### src/design/psem_pkg.sv
package psem_pkg;

   // field widths fixed by the interface
   localparam int OPCODE_W   = 2;
   localparam int TASK_ID_W  = 8;
   localparam int PRIO_W     = 2;
   localparam int STATUS_W   = 3;
   localparam int COUNT_W    = 8;

   typedef logic [OPCODE_W-1:0]  opcode_type;
   typedef logic [TASK_ID_W-1:0] task_id_type;
   typedef logic [PRIO_W-1:0]    prio_type;
   typedef logic [STATUS_W-1:0]  status_type;
   typedef logic [COUNT_W-1:0]   count_type;

   // opcodes
   localparam opcode_type OP_TAKE    = 2'd0;
   localparam opcode_type OP_RELEASE = 2'd1;
   localparam opcode_type OP_RETRY   = 2'd2;

   // result status codes
   localparam status_type ST_GRANTED  = 3'd0;
   localparam status_type ST_QUEUED   = 3'd1;
   localparam status_type ST_DROPPED  = 3'd2;
   localparam status_type ST_REFUSED  = 3'd3;
   localparam status_type ST_REL_NONE = 3'd4;
   localparam status_type ST_REL_WOKE = 3'd5;

   localparam count_type COUNT_MAX   = 8'hFF;
   localparam count_type COUNT_RESET = 8'd1;

   // parameter defaults
   localparam int PRIORITY_LEVELS_DEF = 4;
   localparam int QUEUE_DEPTH_DEF     = 8;
   localparam int TASK_ID_BITS_DEF    = 8;

   typedef struct packed {
      opcode_type  opcode;
      task_id_type task_id;
      prio_type    task_priority;
   } req_type;

   typedef struct packed {
      status_type  status;
      task_id_type woken_task;
      logic        woken_valid;
      count_type   count_after;
   } rsp_type;

endpackage

### src/design/psem_store.sv
// Single-port wait store, registered read.
module psem_store #(
   parameter int  DEPTH  = 32,
   parameter int  DATA_W = 8,
   localparam int ADDR_W = $clog2(DEPTH)
) (
   input  logic              clock,
   input  logic              en,
   input  logic              we,
   input  logic [ADDR_W-1:0] addr,
   input  logic [DATA_W-1:0] wdata,
   output logic [DATA_W-1:0] rdata
);

   logic [DATA_W-1:0] mem [DEPTH];
   logic [DATA_W-1:0] rdata_ff;

   always_ff @(posedge clock) begin
      if (en && we) begin
         mem[addr] <= wdata;
      end
      if (en && !we) begin
         rdata_ff <= mem[addr];
      end
   end

   assign rdata = rdata_ff;

endmodule

### src/design/priority_wait_semaphore.sv
// Counting semaphore with one FIFO wait ring per priority level. One request beat is
// handled at a time: a take or retry is accepted, then executed; a release is accepted,
// then the sequencer tests one level's fill counter per cycle from level 0 upward and,
// when it finds a waiter, reads the oldest one through the registered read of the
// single-port wait store. A result is written only once the response register is free.
// A finished result sits in the response register, so the next request is taken while it
// waits. The wait store is not cleared after reset; ring counters are.
module priority_wait_semaphore #(
   parameter int PRIORITY_LEVELS = psem_pkg::PRIORITY_LEVELS_DEF,
   parameter int QUEUE_DEPTH     = psem_pkg::QUEUE_DEPTH_DEF,
   parameter int TASK_ID_BITS    = psem_pkg::TASK_ID_BITS_DEF
) (
   input  logic                clock,
   input  logic                reset,
   input  logic                req_valid,
   output logic                req_ready,
   input  psem_pkg::req_type   req_data,
   output logic                rsp_valid,
   input  logic                rsp_ready,
   output psem_pkg::rsp_type   rsp_data,
   input  logic                csr_valid,
   output logic                csr_ready,
   input  psem_pkg::count_type csr_data
);

   localparam int LVL_W  = (PRIORITY_LEVELS > 1) ? $clog2(PRIORITY_LEVELS) : 1;
   localparam int PTR_W  = $clog2(QUEUE_DEPTH);
   localparam int NUM_W  = $clog2(QUEUE_DEPTH + 1);
   localparam int SLOTS  = PRIORITY_LEVELS * QUEUE_DEPTH;
   localparam int ADDR_W = $clog2(SLOTS);

   // one-hot sequencer
   typedef enum logic [3:0] {
      S_IDLE = 4'b0001,   // wait for a request or csr beat
      S_EXEC = 4'b0010,   // take / retry / unused opcode
      S_SCAN = 4'b0100,   // release: test one level per cycle
      S_READ = 4'b1000    // release: wait store data back
   } state_type;

   state_type state_ff, state_in;

   psem_pkg::opcode_type op_ff, op_in;
   logic [TASK_ID_BITS-1:0] id_ff, id_in;
   logic prio_ok_ff, prio_ok_in;
   logic [LVL_W-1:0] level_ff, level_in;
   psem_pkg::count_type count_ff, count_in;

   // per-level ring state, always addressed through level_ff
   logic [PTR_W-1:0] head_ff [PRIORITY_LEVELS];
   logic [PTR_W-1:0] head_in [PRIORITY_LEVELS];
   logic [PTR_W-1:0] tail_ff [PRIORITY_LEVELS];
   logic [PTR_W-1:0] tail_in [PRIORITY_LEVELS];
   logic [NUM_W-1:0] num_ff  [PRIORITY_LEVELS];
   logic [NUM_W-1:0] num_in  [PRIORITY_LEVELS];

   psem_pkg::rsp_type rsp_ff, rsp_in;
   logic rsp_valid_ff, rsp_valid_in;

   // wait store port
   logic mem_en, mem_we;
   logic [ADDR_W-1:0] mem_addr;
   logic [PTR_W-1:0] mem_ptr;
   logic [TASK_ID_BITS-1:0] mem_rdata;

   logic out_free;
   logic [NUM_W-1:0] cur_num;
   logic [PTR_W-1:0] cur_head, cur_tail, next_tail;
   logic last_level;

   assign out_free   = !rsp_valid_ff || rsp_ready;
   assign cur_num    = num_ff[level_ff];
   assign cur_head   = head_ff[level_ff];
   assign cur_tail   = tail_ff[level_ff];
   assign next_tail  = (cur_tail == PTR_W'(QUEUE_DEPTH - 1)) ? '0 : cur_tail + 1'b1;
   assign last_level = (level_ff == LVL_W'(PRIORITY_LEVELS - 1));

   // csr beats go first; only taken while idle
   assign csr_ready = (state_ff == S_IDLE);
   assign req_ready = (state_ff == S_IDLE) && !csr_valid;

   assign mem_addr = ADDR_W'(level_ff) * ADDR_W'(QUEUE_DEPTH) + ADDR_W'(mem_ptr);

   always_comb begin
      state_in     = state_ff;
      op_in        = op_ff;
      id_in        = id_ff;
      prio_ok_in   = prio_ok_ff;
      level_in     = level_ff;
      count_in     = count_ff;
      head_in      = head_ff;
      tail_in      = tail_ff;
      num_in       = num_ff;
      rsp_in       = rsp_ff;
      rsp_valid_in = rsp_valid_ff && !rsp_ready;
      mem_en       = 1'b0;
      mem_we       = 1'b0;
      mem_ptr      = cur_head;

      case (state_ff)
         S_IDLE: begin
            if (csr_valid) begin
               count_in = csr_data;
            end else if (req_valid) begin
               op_in      = req_data.opcode;
               id_in      = TASK_ID_BITS'(req_data.task_id);
               prio_ok_in = (int'(req_data.task_priority) < PRIORITY_LEVELS);
               if (req_data.opcode == psem_pkg::OP_RELEASE) begin
                  // count is bumped now, the scan only moves waiters
                  if (count_ff != psem_pkg::COUNT_MAX) begin
                     count_in = count_ff + 1'b1;
                  end
                  level_in = '0;
                  state_in = S_SCAN;
               end else begin
                  level_in = prio_ok_in ? LVL_W'(req_data.task_priority) : '0;
                  state_in = S_EXEC;
               end
            end
         end

         S_EXEC: begin
            if (out_free) begin
               rsp_in.status = psem_pkg::ST_REFUSED;
               if (op_ff == psem_pkg::OP_TAKE || op_ff == psem_pkg::OP_RETRY) begin
                  if (count_ff != '0) begin
                     count_in      = count_ff - 1'b1;
                     rsp_in.status = psem_pkg::ST_GRANTED;
                  end else if (op_ff == psem_pkg::OP_RETRY) begin
                     rsp_in.status = psem_pkg::ST_REFUSED;
                  end else if (!prio_ok_ff) begin
                     rsp_in.status = psem_pkg::ST_DROPPED;
                  end else if (cur_num == '0) begin
                     // empty ring restarts at slot 0
                     head_in[level_ff] = '0;
                     tail_in[level_ff] = '0;
                     num_in[level_ff]  = NUM_W'(1);
                     mem_ptr           = '0;
                     mem_en            = 1'b1;
                     mem_we            = 1'b1;
                     rsp_in.status     = psem_pkg::ST_QUEUED;
                  end else if (cur_num < NUM_W'(QUEUE_DEPTH)) begin
                     tail_in[level_ff] = next_tail;
                     num_in[level_ff]  = cur_num + 1'b1;
                     mem_ptr           = next_tail;
                     mem_en            = 1'b1;
                     mem_we            = 1'b1;
                     rsp_in.status     = psem_pkg::ST_QUEUED;
                  end else begin
                     rsp_in.status = psem_pkg::ST_DROPPED;
                  end
               end
               rsp_in.woken_task  = '0;
               rsp_in.woken_valid = 1'b0;
               rsp_in.count_after = count_in;
               rsp_valid_in       = 1'b1;
               state_in           = S_IDLE;
            end
         end

         S_SCAN: begin
            if (cur_num != '0) begin
               // oldest waiter of this level
               mem_ptr           = cur_head;
               mem_en            = 1'b1;
               head_in[level_ff] = (cur_head == PTR_W'(QUEUE_DEPTH - 1)) ?
                                   '0 : cur_head + 1'b1;
               num_in[level_ff]  = cur_num - 1'b1;
               state_in          = S_READ;
            end else if (last_level) begin
               if (out_free) begin
                  rsp_in.status      = psem_pkg::ST_REL_NONE;
                  rsp_in.woken_task  = '0;
                  rsp_in.woken_valid = 1'b0;
                  rsp_in.count_after = count_ff;
                  rsp_valid_in       = 1'b1;
                  state_in           = S_IDLE;
               end
            end else begin
               level_in = level_ff + 1'b1;
            end
         end

         S_READ: begin
            if (out_free) begin
               rsp_in.status      = psem_pkg::ST_REL_WOKE;
               rsp_in.woken_task  = psem_pkg::task_id_type'(mem_rdata);
               rsp_in.woken_valid = 1'b1;
               rsp_in.count_after = count_ff;
               rsp_valid_in       = 1'b1;
               state_in           = S_IDLE;
            end
         end

         default: begin
            state_in = S_IDLE;
         end
      endcase
   end

   always_ff @(posedge clock) begin
      if (reset) begin
         state_ff     <= S_IDLE;
         count_ff     <= psem_pkg::COUNT_RESET;
         rsp_valid_ff <= 1'b0;
         head_ff      <= '{default: '0};
         tail_ff      <= '{default: '0};
         num_ff       <= '{default: '0};
      end else begin
         state_ff     <= state_in;
         count_ff     <= count_in;
         rsp_valid_ff <= rsp_valid_in;
         head_ff      <= head_in;
         tail_ff      <= tail_in;
         num_ff       <= num_in;
      end
   end

   // payload, no reset
   always_ff @(posedge clock) begin
      op_ff      <= op_in;
      id_ff      <= id_in;
      prio_ok_ff <= prio_ok_in;
      level_ff   <= level_in;
      rsp_ff     <= rsp_in;
   end

   psem_store #(
      .DEPTH  (SLOTS),
      .DATA_W (TASK_ID_BITS)
   ) u_store (
      .clock (clock),
      .en    (mem_en),
      .we    (mem_we),
      .addr  (mem_addr),
      .wdata (id_ff),
      .rdata (mem_rdata)
   );

   assign rsp_valid = rsp_valid_ff;
   assign rsp_data  = rsp_ff;

endmodule

### config.mk
export PLATFORM = sky130hd
export DESIGN_NAME = priority_wait_semaphore
export DESIGN_NICKNAME = d
export VERILOG_FILES = /design/src/design/psem_pkg.sv /design/src/design/psem_store.sv /design/src/design/priority_wait_semaphore.sv
export SDC_FILE = /design/constraint.sdc
export NUM_CORES = 1
export LEC_CHECK = 0
export BUFFER_PORTS_ARGS = -buffer_cell sky130_fd_sc_hd__buf_2
export CORE_ASPECT_RATIO = 1.2
export CORE_UTILIZATION = 56
export DETAILED_ROUTE_END_ITERATION = 8
export GPL_ROUTABILITY_DRIVEN = 0
export GPL_TIMING_DRIVEN = 1
export PLACE_DENSITY = 0.76
export SETUP_SLACK_MARGIN = 0.4
export SLEW_MARGIN = 20
export SYNTH_ARGS = -nofsm -noshare
export SYNTH_HDL_FRONTEND = slang
export SYNTH_SLANG_ARGS = --single-unit
### constraint.sdc
create_clock -name clock -period 3.55 [get_ports clock]
set_input_delay 0.1775 -clock clock [delete_from_list [all_inputs] [get_ports clock]]
set_output_delay 0.1775 -clock clock [all_outputs]
set_load 0.01 [all_outputs]
==> reports/results.ini, run 1 <==
[worst_setup_path]
endpoint_kind = register
cp_max_fo = 7
r2r_setup_slack_ns = 0.09
cp_data_required_time_ns = 3.78
critical_path_arrival_ns = 3.69
cp-start-kind = register
r2r_start = level_ff[0]
crit_path_end = u_store.rdata[3]
crit_chain = buf_12 > mux4_2 > ha_4 > ha_4 > or2_4 > nor4_4 > nor2_4 > buf_12 > buf_4 > mux2i_1 > a22oi_1 > a21boi_1 > a211oi_2
r2r_end = u_store.rdata[3]
critPathMaxStageDelay_ns = 0.55
ff2ff_path_depth = 13
cp_slowest_cell = mux4_2
path_class = reg2reg
startpoint = level_ff[0]

[global_route]
grt-ovfl-total = 0
track_usage_pct = 28.4
grt_pass1_wl_mm = 57.7
antenna_found_initial = 0
grt_pass1_vias = 9778
grt_max_degree = 54
busiest_layer = met2
gr-usage-met3_pct = 5.42
use_met1_pct = 38.5
globalRouteMet2Util_pct = 44.8

[finish]
nets = 1235
drive_above_1_share_pct = 26.8
fin_area_mm2 = 0.0181
finalCoreUtilization_pct = 70.1
antenna_cells = 0
nFillCells = 1584
area_growth_pct = 21.8

[drt]
vias_per_cell = 6.86
num_vias = 10600
first_iter_violations = 1297
routed_wl_mm = 42.5
ant_nets = 0
firstDrtPassIters = 6
wl_per_cell_um = 27.4
drc = 0

[cts]
cts_sinks = 349
tritoncts = yes
clk_path_buf_depth = 3
cts-root-buf = clkbuf_16
cts_htree_levels = 2
cts_buffers = 36
clkTransAtPathRegs_ns = 0.07
clk_latency_ns = 0.54

[logic_synthesis]
synth.distinct_cells = 78
netlist.area_leader.share_pct = 59.9
synth_area_mm2 = 0.0148
ys_warn_count = 0
yosysSeqAreaShare_pct = 67.0
syn_avg_cell_area_um2 = 13.8
synth.largest_area_cell = edfxtp_1
ys_ff_latch = 349
async_reset_ff_share_pct = 0
synth_flop_cell = edfxtp_1
syn_inst = 1074
netlist_top_cells_area = edfxtp_1, dfxtp_1, mux2i_1, a221oi_1, o21ai_0
synth-edff-count = 296
synth_fp_nets = 1111

[place]
place_area_mm2 = 0.0156
portBuffers = 47
place_hpwl_mm = 23.1

[sta]
worst_pin_slew_ns = 1.19
grt_setup_unrepaired = true
slew_violations = 0
finalHoldViolations = 0
fin_crit_sh_pct = 97.4
slew_headroom_pct = 20.6
setup_violations = 0
skew_ns = 0.0278
max_freq_mhz = 289
finalCriticalPeriod_ns = 3.46

[floorplan]
fp-row-count = 64
die_x_um = 151
start_util_pct = 57.6
coreArea_mm2 = 0.0258
io_pins = 48
die_area_mm2 = 0.0272
die_h_um = 180

[power_and_ir_drop]
vdd_drop_max_mv = 0.372
power_leakage_nw = 6.67
power_density_mw_per_mm2 = 537
total_power_mw = 9.72

[job]
maxCapViolations = 0

[status]
status = finished, final reports clean

[min_path]
min_path_type = in2reg

[layout by cell type (no fill, tap or decap), types with 10 or more instances in the layout]
cell type / count
edfxtp_1: 296
dfxtp_1: 53
and2_2: 13
nor2_1: 56
buf_12: 11
inv_1: 11
nand2_1: 59
a21oi_1: 49
o21ai_1: 33
a221oi_1: 34
mux4_2: 10
and2_1: 18
ha_1: 10
nand3_1: 41
clkbuf_16: 42
dlygate4sd3_1: 11
o21ai_0: 40
a221oi_2: 20
nand3_2: 11
buf_2: 47
mux2i_1: 68
buf_4: 56
[what timing repair did]
item,CTS,global route
endpoints found under the hold margin,11,0
hold buffers,11,0
setup buffers,12,22
pin swaps,10,25
gates cloned,4,11
resized for setup,56,84
endpoints found under the setup margin,219,212
[worst max-delay path, delay by kind of cell, from the launching register on]
| family | cells | cell delay, ns |
|---|---|---|
| mux | 2 | 0.88 |
| fa+ha+maj | 2 | 0.34 |
| flops | 1 | 0.40 |
| buf+inv | 3 | 0.45 |
| compound gates | 3 | 0.46 |
| simple gates | 3 | 0.61 |
[worst min-delay path by stage]
| stage | from | to | slack (ns) | cells after the start |
|---|---|---|---|---|
| detailed placement | req_data[5] | id_ff[3] | 0.36 | 1 |
| CTS | req_data[1] | level_ff[1] | 0.02 | 3 |
| floorplan | req_data[2] | id_ff[0] | 0.28 | 0 |
| global route | req_data[1] | level_ff[1] | 0.01 | 3 |
| global placement | req_data[4] | id_ff[2] | 0.35 | 1 |
| finish | req_data[1] | level_ff[1] | 0.06 | 3 |
[registers in the layout (all words and copies together), names as in the netlist, 4 cells and up]
name           cells
count_ff           8
head_ff           12
id_ff              8
num_ff            16
rsp_data          20
state_ff           4
tail_ff           12
u_store.mem      256
u_store.rdata      8
[report_power, final]
group / internal, mW / leakage [nW] / switching, mW
logic: 0.361 / 2.96 / 0.591
clock network: 2.38 / 0.600 / 1.63
registers: 4.61 / 3.11 / 0.148
total: 7.35 / 6.67 / 2.37
[per-stage QoR]
step	hold WS, ns	setup WS [ns]	setup TNS, ns	std cells
2_1_floorplan	0.276	0.386	0	1074
4_1_cts	0.0204	0.157	0	1513
6_report	0.0589	0.0906	0	1551
3_5_place_dp	0.356	0.0513	0	1425
3_3_place_gp	0.353	0.0885	0	1423
5_1_grt	0.0144	-0.00982	-0.00982	1551
[synthesized netlist by cell type (37+ instances only)]
library cell and n:
a21oi_1 50, nand3_1 52, clkbuf_1 37, mux2i_1 77, nand2_1 61, nor2_1 59, edfxtp_1 296, a221oi_1 53
and2_1 38, dfxtp_1 53, o21ai_0 77
[cell families (layout without fill, tap and decap cells)]
kind of cell,after synthesis,after routing,synth area share (%)
xor gates and xnor gates,9,9,0.531
AOI/OAI and AO/OA,245,246,11.1
muxes,94,99,7.34
adders and majority gates,12,12,1.01
buffers and inverters,80,221,2.80
DFF,349,349,67.0
and+or+nand+nor,285,285,10.3
[layer usage]
metal	vias up	wire length (um)
li1	4444	-
met1	5150	15100
met2	865	19800
met3	187	5290
met4	0	2290
met5	-	0
[cell type report]
type                       instances  area (um^2)  share of cell area [%]
clock buffer                      44          952                    5.27
inverter                          14         52.6                   0.291
tap                              330          413                    2.28
sequential                       349         9950                    55.0
clock inverter                    17          279                    1.54
multi-input combinational        651         5050                    27.9
timing repair buffer             146         1390                    7.67
Note: power is estimated with default switching activity, not from simulation.
==> inputs of run 2 (changes only) <==
--- a/config.mk
+++ b/config.mk
@@ -6,6 +6,7 @@
 export NUM_CORES = 1
 export LEC_CHECK = 0
 export BUFFER_PORTS_ARGS = -buffer_cell sky130_fd_sc_hd__buf_2
+export CAP_MARGIN = 0
 export CORE_ASPECT_RATIO = 1.2
 export CORE_UTILIZATION = 56
 export DETAILED_ROUTE_END_ITERATION = 8
@@ -13,7 +14,6 @@
 export GPL_TIMING_DRIVEN = 1
 export PLACE_DENSITY = 0.76
 export SETUP_SLACK_MARGIN = 0.4
-export SLEW_MARGIN = 20
 export SYNTH_ARGS = -nofsm -noshare
 export SYNTH_HDL_FRONTEND = slang
 export SYNTH_SLANG_ARGS = --single-unit
==> constraint.sdc (replaced) <==
create_clock -name clock -period 3.55 [get_ports clock]
set_input_delay 0.8875 -clock clock [delete_from_list [all_inputs] [get_ports clock]]
set_output_delay 0.8875 -clock clock [all_outputs]
set_load 0.01 [all_outputs]
==> run 2 against run 1 <==
Net effect: register-to-register slack is essentially flat; clock power shrank 18%; combinational power shrank 11%; highest routed layer unchanged; critical path depth shrank 1; final cell count shrank 0.58%.
==> reports/results.ini, run 2 (synthesis results as in run 1) <==
[sta]
slew_violations = 0  ; unchanged
grt_setup_unrepaired = true
finalSetupTns_ns = 0  ; unchanged
finalHoldViolations = 0  ; unchanged
skew_ns = 0.0195  ; -0.00824 ns
finalCriticalPeriod_ns = 3.45  ; -0.0137 ns
fin_crit_sh_pct = 97.1  ; -0.39 points
fin_ws_ns = 0.104  ; +0.0137 ns
setup_violations = 0  ; unchanged
max_freq_mhz = 290  ; +0.40%
worst_pin_slew_ns = 1.35  ; +0.162 ns
slew_headroom_pct = 10.1  ; -10 points

[global_route]
grt_pass1_wl_mm = 59.0  ; +2.3%
grt_pass1_vias = 9870  ; +0.94%
track_usage_pct = 29.6  ; +1.1 points
grt-ovfl-total = 0  ; unchanged
antenna_found_initial = 0  ; unchanged
grt_max_degree = 54  ; unchanged

[finish]
regMostFlops = u_store.mem
largest_reg_flops = 256  ; unchanged
finalCoreUtilization_pct = 68.7  ; -1.4 points
final_common_cell = edfxtp_1
nets = 1224  ; -0.89%
drive_above_1_share_pct = 26.5  ; -0.30 points
final_cell_mix = edfxtp_1, mux2i_1, nand2_1
antenna_cells = 0  ; unchanged
area_growth_pct = 19.3
fin_area_mm2 = 0.0177  ; -2.0%

[cts]
cts_htree_levels = 2  ; unchanged
ctsHoldBuffers = 0  ; -11
tritoncts = yes
clk_latency_ns = 0.53  ; about the same
cts_sinks = 349  ; unchanged
clk_path_buf_depth = 3  ; unchanged
cts-root-buf = clkbuf_16
clkTransAtPathRegs_ns = 0.06  ; about the same
cts_buffers = 34  ; -5.6%

[power_and_ir_drop]
power_leakage_nw = 6.49  ; -2.6%
vdd_drop_max_mv = 0.344  ; -7.6%
power_density_mw_per_mm2 = 505  ; -6.1%

[min_path]
min_path_type = reg2reg

[worst_setup_path]
cp_common_cell = ha_4
endpoint_kind = register
crit_chain = buf_12 > mux4_2 > ha_4 > ha_4 > or2_4 > nor4_4 > nor2_4 > bufbuf_16 > mux2i_1 > o2111ai_1 > nand3b_1 > a211oi_2
critPathMaxStageDelay_ns = 0.54  ; about the same
cp_max_fo = 6  ; -1
path_class = reg2reg
cp_slowest_cell = mux4_2
cp_data_required_time_ns = 3.91  ; +0.13 ns
critical_path_arrival_ns = 3.80  ; +0.11 ns
cp-start-kind = register

[drt]
routed_wl_mm = 40.2  ; -5.3%
vias_per_cell = 6.69  ; -2.6%
first_iter_violations = 1204  ; -7.2%
drc = 0  ; unchanged
ant_nets = 0  ; unchanged
num_vias = 10300  ; -3.1%
firstDrtPassIters = 5  ; -1
wl_per_cell_um = 26.1  ; -4.8%

[floorplan]
die_area_mm2 = 0.0272  ; unchanged
die_x_um = 151  ; unchanged
fp-row-count = 64  ; unchanged
io_pins = 48  ; unchanged
coreArea_mm2 = 0.0258  ; unchanged
start_util_pct = 57.6  ; unchanged
die_h_um = 180  ; unchanged

[place]
portBuffers = 47  ; unchanged
place_hpwl_mm = 24.2  ; +5.0%
place_area_mm2 = 0.0156  ; +0.13%
dpl_worst_slack_ns = 0.126  ; +0.0745 ns

[status]
status = finished, final reports clean

[job]
maxCapViolations = 0  ; unchanged

## run 2: cell count changes in the layout (fill, tap and decap cells not counted), sizes merged
| cell | change |
|---|---|
| clkinv | +10 |
| inv | -2 |
| bufbuf | +1 |
| or2 | +1 |
| clkbuf | -6 |
| bufinv | -6 |
| buf | +9 |
| dlygate4sd3 | -11 |
| a32o | -1 |
| mux2 | -4 |
## run 2: cell type report
cell class,instances,area [um^2]
Clock inverter,19,111
Sequential cell,349,9950
Tap cell,330,413
Clock buffer,42,881
Fill cell,1637,8060
Inverter,14,58.8
Timing Repair Buffer,141,1350
Multi-Input combinational cell,647,4960
## run 2: worst max-delay path, delay by kind of cell (launching register included)
kind,cells,cell delay (ns)
buffers and inverters,2,0.44
flip-flops,1,0.38
multiplexers,2,0.66
AND/OR/NAND/NOR,4,0.86
AO/OA/AOI/OAI,2,0.61
adder cells (fa/ha/maj),2,0.34
## run 2: through the flow
step	total power [mW]	instances	hold slack (ns)
floorplan	5.34	1074	0.428
global placement	5.65	1433	0.442
detailed placement	5.67	1433	0.448
CTS	8.92	1535	0.458
global route	9.20	1542	0.477
finish	8.95	1542	0.453
## run 2: path summary, 6_finish.rpt
kind              slack (ns)        start                to  cells after the start
setup / recovery        0.10  level_ff[0]  u_store.rdata[3]                     12
hold / removal          0.45   tail_ff[0]        tail_ff[0]                      2
setup reg to reg        0.10  level_ff[0]  u_store.rdata[3]                     12
hold reg to reg         0.45   tail_ff[0]        tail_ff[0]                      2
## run 2: where the power goes
| part | internal [mW] | total, mW | switching, mW |
|---|---|---|---|
| clock network | 1.78 | 3.29 | 1.51 |
| logic | 0.318 | 0.849 | 0.531 |
| registers | 4.62 | 4.81 | 0.193 |
## run 2: metal layers
metal / vias up / global-route usage, % / share of wire, %
met2: 717 / 47.0 / 48
met4: 0 / 15.2 / 5.1
met3: 144 / 6.53 / 9.9
met1: 5039 / 37.9 / 37
met5: - / 0 / 0
li1: 4412 / - / -
## run 2: what timing repair did
action	in CTS	in global routing
cloned	9	1
endpoints found under the setup margin	119	240
buffers inserted	32	6
pin swaps	18	7
gates resized for setup	96	65
==> inputs of run 3 (changes only) <==
--- a/config.mk
+++ b/config.mk
@@ -5,6 +5,7 @@
 export SDC_FILE = /design/constraint.sdc
 export NUM_CORES = 1
 export LEC_CHECK = 0
+export ABC_AREA = 1
 export BUFFER_PORTS_ARGS = -buffer_cell sky130_fd_sc_hd__buf_2
 export CAP_MARGIN = 0
 export CORE_ASPECT_RATIO = 1.2
==> run 3 against run 2 <==
Net effect: clock power up 12%; total power up 27%; final area up 1.4%; worst hold slack worse by 0.00094 ns; critical path type unchanged; largest power group unchanged.
==> reports/results.ini, run 3 <==
[status]
status = finished, final reports clean

[drt]
wl_per_cell_um = 19.3  ; -26%
vias_per_cell = 5.83  ; -13%
first_iter_violations = 1324  ; +10%
routed_wl_mm = 39.9  ; -0.86%
firstDrtPassIters = 5  ; unchanged
ant_nets = 0  ; unchanged
drc = 0  ; unchanged
num_vias = 12100  ; +17%

[finish]
antenna_cells = 0  ; unchanged
final_common_cell = nand2_1
nets = 1741  ; +42%
drive_above_1_share_pct = 12.2  ; -14 points
area_growth_pct = 14.8
largest_reg_flops = 256  ; unchanged
regMostFlops = u_store.mem
final_cell_mix = nand2_1, edfxtp_1, nand3_1

[global_route]
grt_max_degree = 98  ; +81%
antenna_found_initial = 0  ; unchanged
grt_pass1_vias = 11400  ; +16%
track_usage_pct = 27.8  ; -1.8 points
grt-ovfl-total = 0  ; unchanged
grt_pass1_wl_mm = 61.0  ; +3.4%

[place]
place_hpwl_mm = 25.0  ; +3.3%
portBuffers = 47  ; unchanged
dpl_worst_slack_ns = 0.230  ; +0.105 ns

[logic_synthesis]
synth_area_mm2 = 0.0157  ; +5.4%
yosysMostFrequentCell = nand2_1
yosysSeqAreaShare_pct = 63.5  ; -3.5 points
synth_flop_cell = edfxtp_1
ys_warn_count = 0  ; unchanged
ys_ff_latch = 349  ; unchanged
synth-edff-count = 296  ; unchanged
netlist_top_cells_area = edfxtp_1, nand2_1, nand3_1, dfxtp_1, nor2_1
synth.distinct_cells = 37  ; -53%
synth.largest_area_cell = edfxtp_1
syn_avg_cell_area_um2 = 9.55  ; -31%
syn_inst = 1639  ; +53%
synth_common_cells = nand2_1, edfxtp_1, nand3_1
netlist.area_leader.share_pct = 56.8  ; -3.1 points
synth_fp_nets = 1676  ; +51%
async_reset_ff_share_pct = 0  ; unchanged

[floorplan]
die_x_um = 155  ; +2.6%
die_area_mm2 = 0.0286  ; +5.4%
start_util_pct = 57.5  ; -0.14 points
fp-row-count = 66  ; +3.1%
coreArea_mm2 = 0.0273  ; +5.7%
die_h_um = 185  ; +2.7%
io_pins = 48  ; unchanged

[sta]
finalHoldViolations = 0  ; unchanged
slew_violations = 0  ; unchanged
finalSetupTns_ns = 0  ; unchanged
finalCriticalPeriod_ns = 3.06  ; -0.387 ns
slew_headroom_pct = 45.0  ; +35 points
setup_violations = 0  ; unchanged
worst_pin_slew_ns = 0.825  ; -0.523 ns
max_freq_mhz = 327  ; +13%
fin_ws_ns = 0.492  ; +0.387 ns
skew_ns = 0.0231  ; +0.00355 ns
fin_crit_sh_pct = 86.2  ; -11 points
grt_setup_unrepaired = true

[worst_setup_path]
cp_slowest_cell = edfxtp_1
cp.depth = 12  ; unchanged
cp_max_fo = 13  ; +7
crit_buf_inv = 5  ; +3
cp_data_required_time_ns = 3.76  ; -0.15 ns
crit_path_end = u_store.mem[0][2]
r2r_end = u_store.mem[0][2]
cp-start-kind = register
ff2ff_path_depth = 12  ; unchanged
path_class = reg2reg
r2r_start = level_ff[0]
crit_family = simple AND/OR/NAND/NOR gates
critical_path_arrival_ns = 3.27  ; -0.53 ns
startpoint = level_ff[0]
critPathMaxStageDelay_ns = 0.45  ; -0.09 ns
crit_chain = buf_4 > buf_4 > nand2_1 > nand3_1 > nand2_4 > nand2_2 > nor2_8 > buf_4 > nand3_1 > buf_4 > nor2_1 > buf_4
cp_common_cell = buf_4
r2r_setup_slack_ns = 0.49  ; +0.39 ns
endpoint_kind = register

[cts]
clkTransAtPathRegs_ns = 0.06  ; about the same
cts_buffers = 36  ; +5.9%
clk_latency_ns = 0.52  ; about the same
cts_sinks = 349  ; unchanged
cts_htree_levels = 2  ; unchanged
tritoncts = yes
cts-root-buf = clkbuf_16
clk_path_buf_depth = 3  ; unchanged

[power_and_ir_drop]
vdd_drop_max_mv = 0.454  ; +32%
p_sw_mw = 3.62  ; +62%
clkPwrFrac_pct = 32.5  ; -4.2 points
seq_power_share_pct = 42.2  ; -12 points
power_leakage_nw = 7.06  ; +8.8%
p_comb_share_pct = 25.2  ; +16 points
p_int_mw = 7.74  ; +15%
p_sw_share_pct = 31.9  ; +7.0 points
power_density_mw_per_mm2 = 632  ; +25%

[min_path]
min_path_type = reg2reg

[job]
maxCapViolations = 0  ; unchanged

==> run 3: changes by cell type after synthesis, moves of 14 or more <==
cell / change
nand2_1: +526
nand3_1: +164
mux2i_1: -77
inv_1: +70
nor2_1: +55
a221oi_1: -53
and2_1: -38
buf_2: +14
==> run 3: worst register-to-register path: stages, from the launching register on <==
cell and delay, ns:
edfxtp_1 0.45, buf_4 0.20, buf_4 0.18, nand2_1 0.08, nand3_1 0.12, nand2_4 0.16, nand2_2 0.14, nor2_8 0.19
buf_4 0.15, nand3_1 0.42, buf_4 0.39, nor2_1 0.11, buf_4 0.18
==> run 3: cell type report <==
type / instances / area, um^2
Multi-Input combinational cell: 1122 / 5260
Tap cell: 340 / 425
Clock inverter: 20 / 203
Sequential cell: 349 / 9950
Inverter: 90 / 350
Timing Repair Buffer: 105 / 833
Clock buffer: 42 / 945
Fill cell: 2088 / 9280
==> run 3: power groups by stage <==
stage               Sequential [mW]  Clock (mW)  Combinational [mW]
CTS                            4.79        3.73                2.74
finish                         4.79        3.69                2.87
global placement               4.88           0                2.67
floorplan                      4.96           0                1.78
global route                   4.80        3.89                3.13
detailed placement             4.88           0                2.71
==> run 3: metal layers <==
layer	global-route usage, %	share of wire, %
met1	36.3	39
met2	46.0	48
met3	4.40	8.8
met4	12.3	3.9
met5	0	0
==> run 3: how the worst min path moves through the flow <==
stage	from	endpoint	cells after the start
2_1_floorplan	head_ff[9]	head_ff[9]	2
3_3_place_gp	head_ff[9]	head_ff[9]	2
3_5_place_dp	head_ff[7]	head_ff[7]	2
4_1_cts	head_ff[7]	head_ff[7]	2
5_1_grt	head_ff[8]	head_ff[8]	2
6_report	head_ff[9]	head_ff[9]	2
==> run 3: logic make-up (layout without fill, tap and decap cells) <==
group	after synthesis	in the layout	share of synthesized area, %
flops	349	349	63.5
xor+xnor	6	6	0.336
fa+ha+maj	12	12	0.959
compound gates	164	164	5.90
simple gates	940	940	24.7
buf+inv	168	257	4.58
==> run 3: repair_timing <==
item | in CTS | in global routing
gates cloned | 0 | 2
hold endpoints to repair | 0 | 0
setup buffers | 9 | 5
setup endpoints to repair | 236 | 264
hold buffers | 0 | 0
pin swaps | 5 | 1
resized for setup | 11 | 11
==> run 3: through the flow <==
step / total power [mW] / hold WS [ns] / std cells / cell area (um^2) / utilization [%]
after global placement: 7.55 / 0.434 / 1990 / 16500 / 60.7
after detailed placement: 7.59 / 0.441 / 1990 / 16500 / 60.7
after floorplan: 6.75 / 0.424 / 1639 / 15800 / -
final: 11.4 / 0.452 / 2068 / 18000 / 65.9
after CTS: 11.3 / 0.450 / 2061 / 17800 / 65.5
after global routing: 11.8 / 0.470 / 2068 / 18000 / 65.9
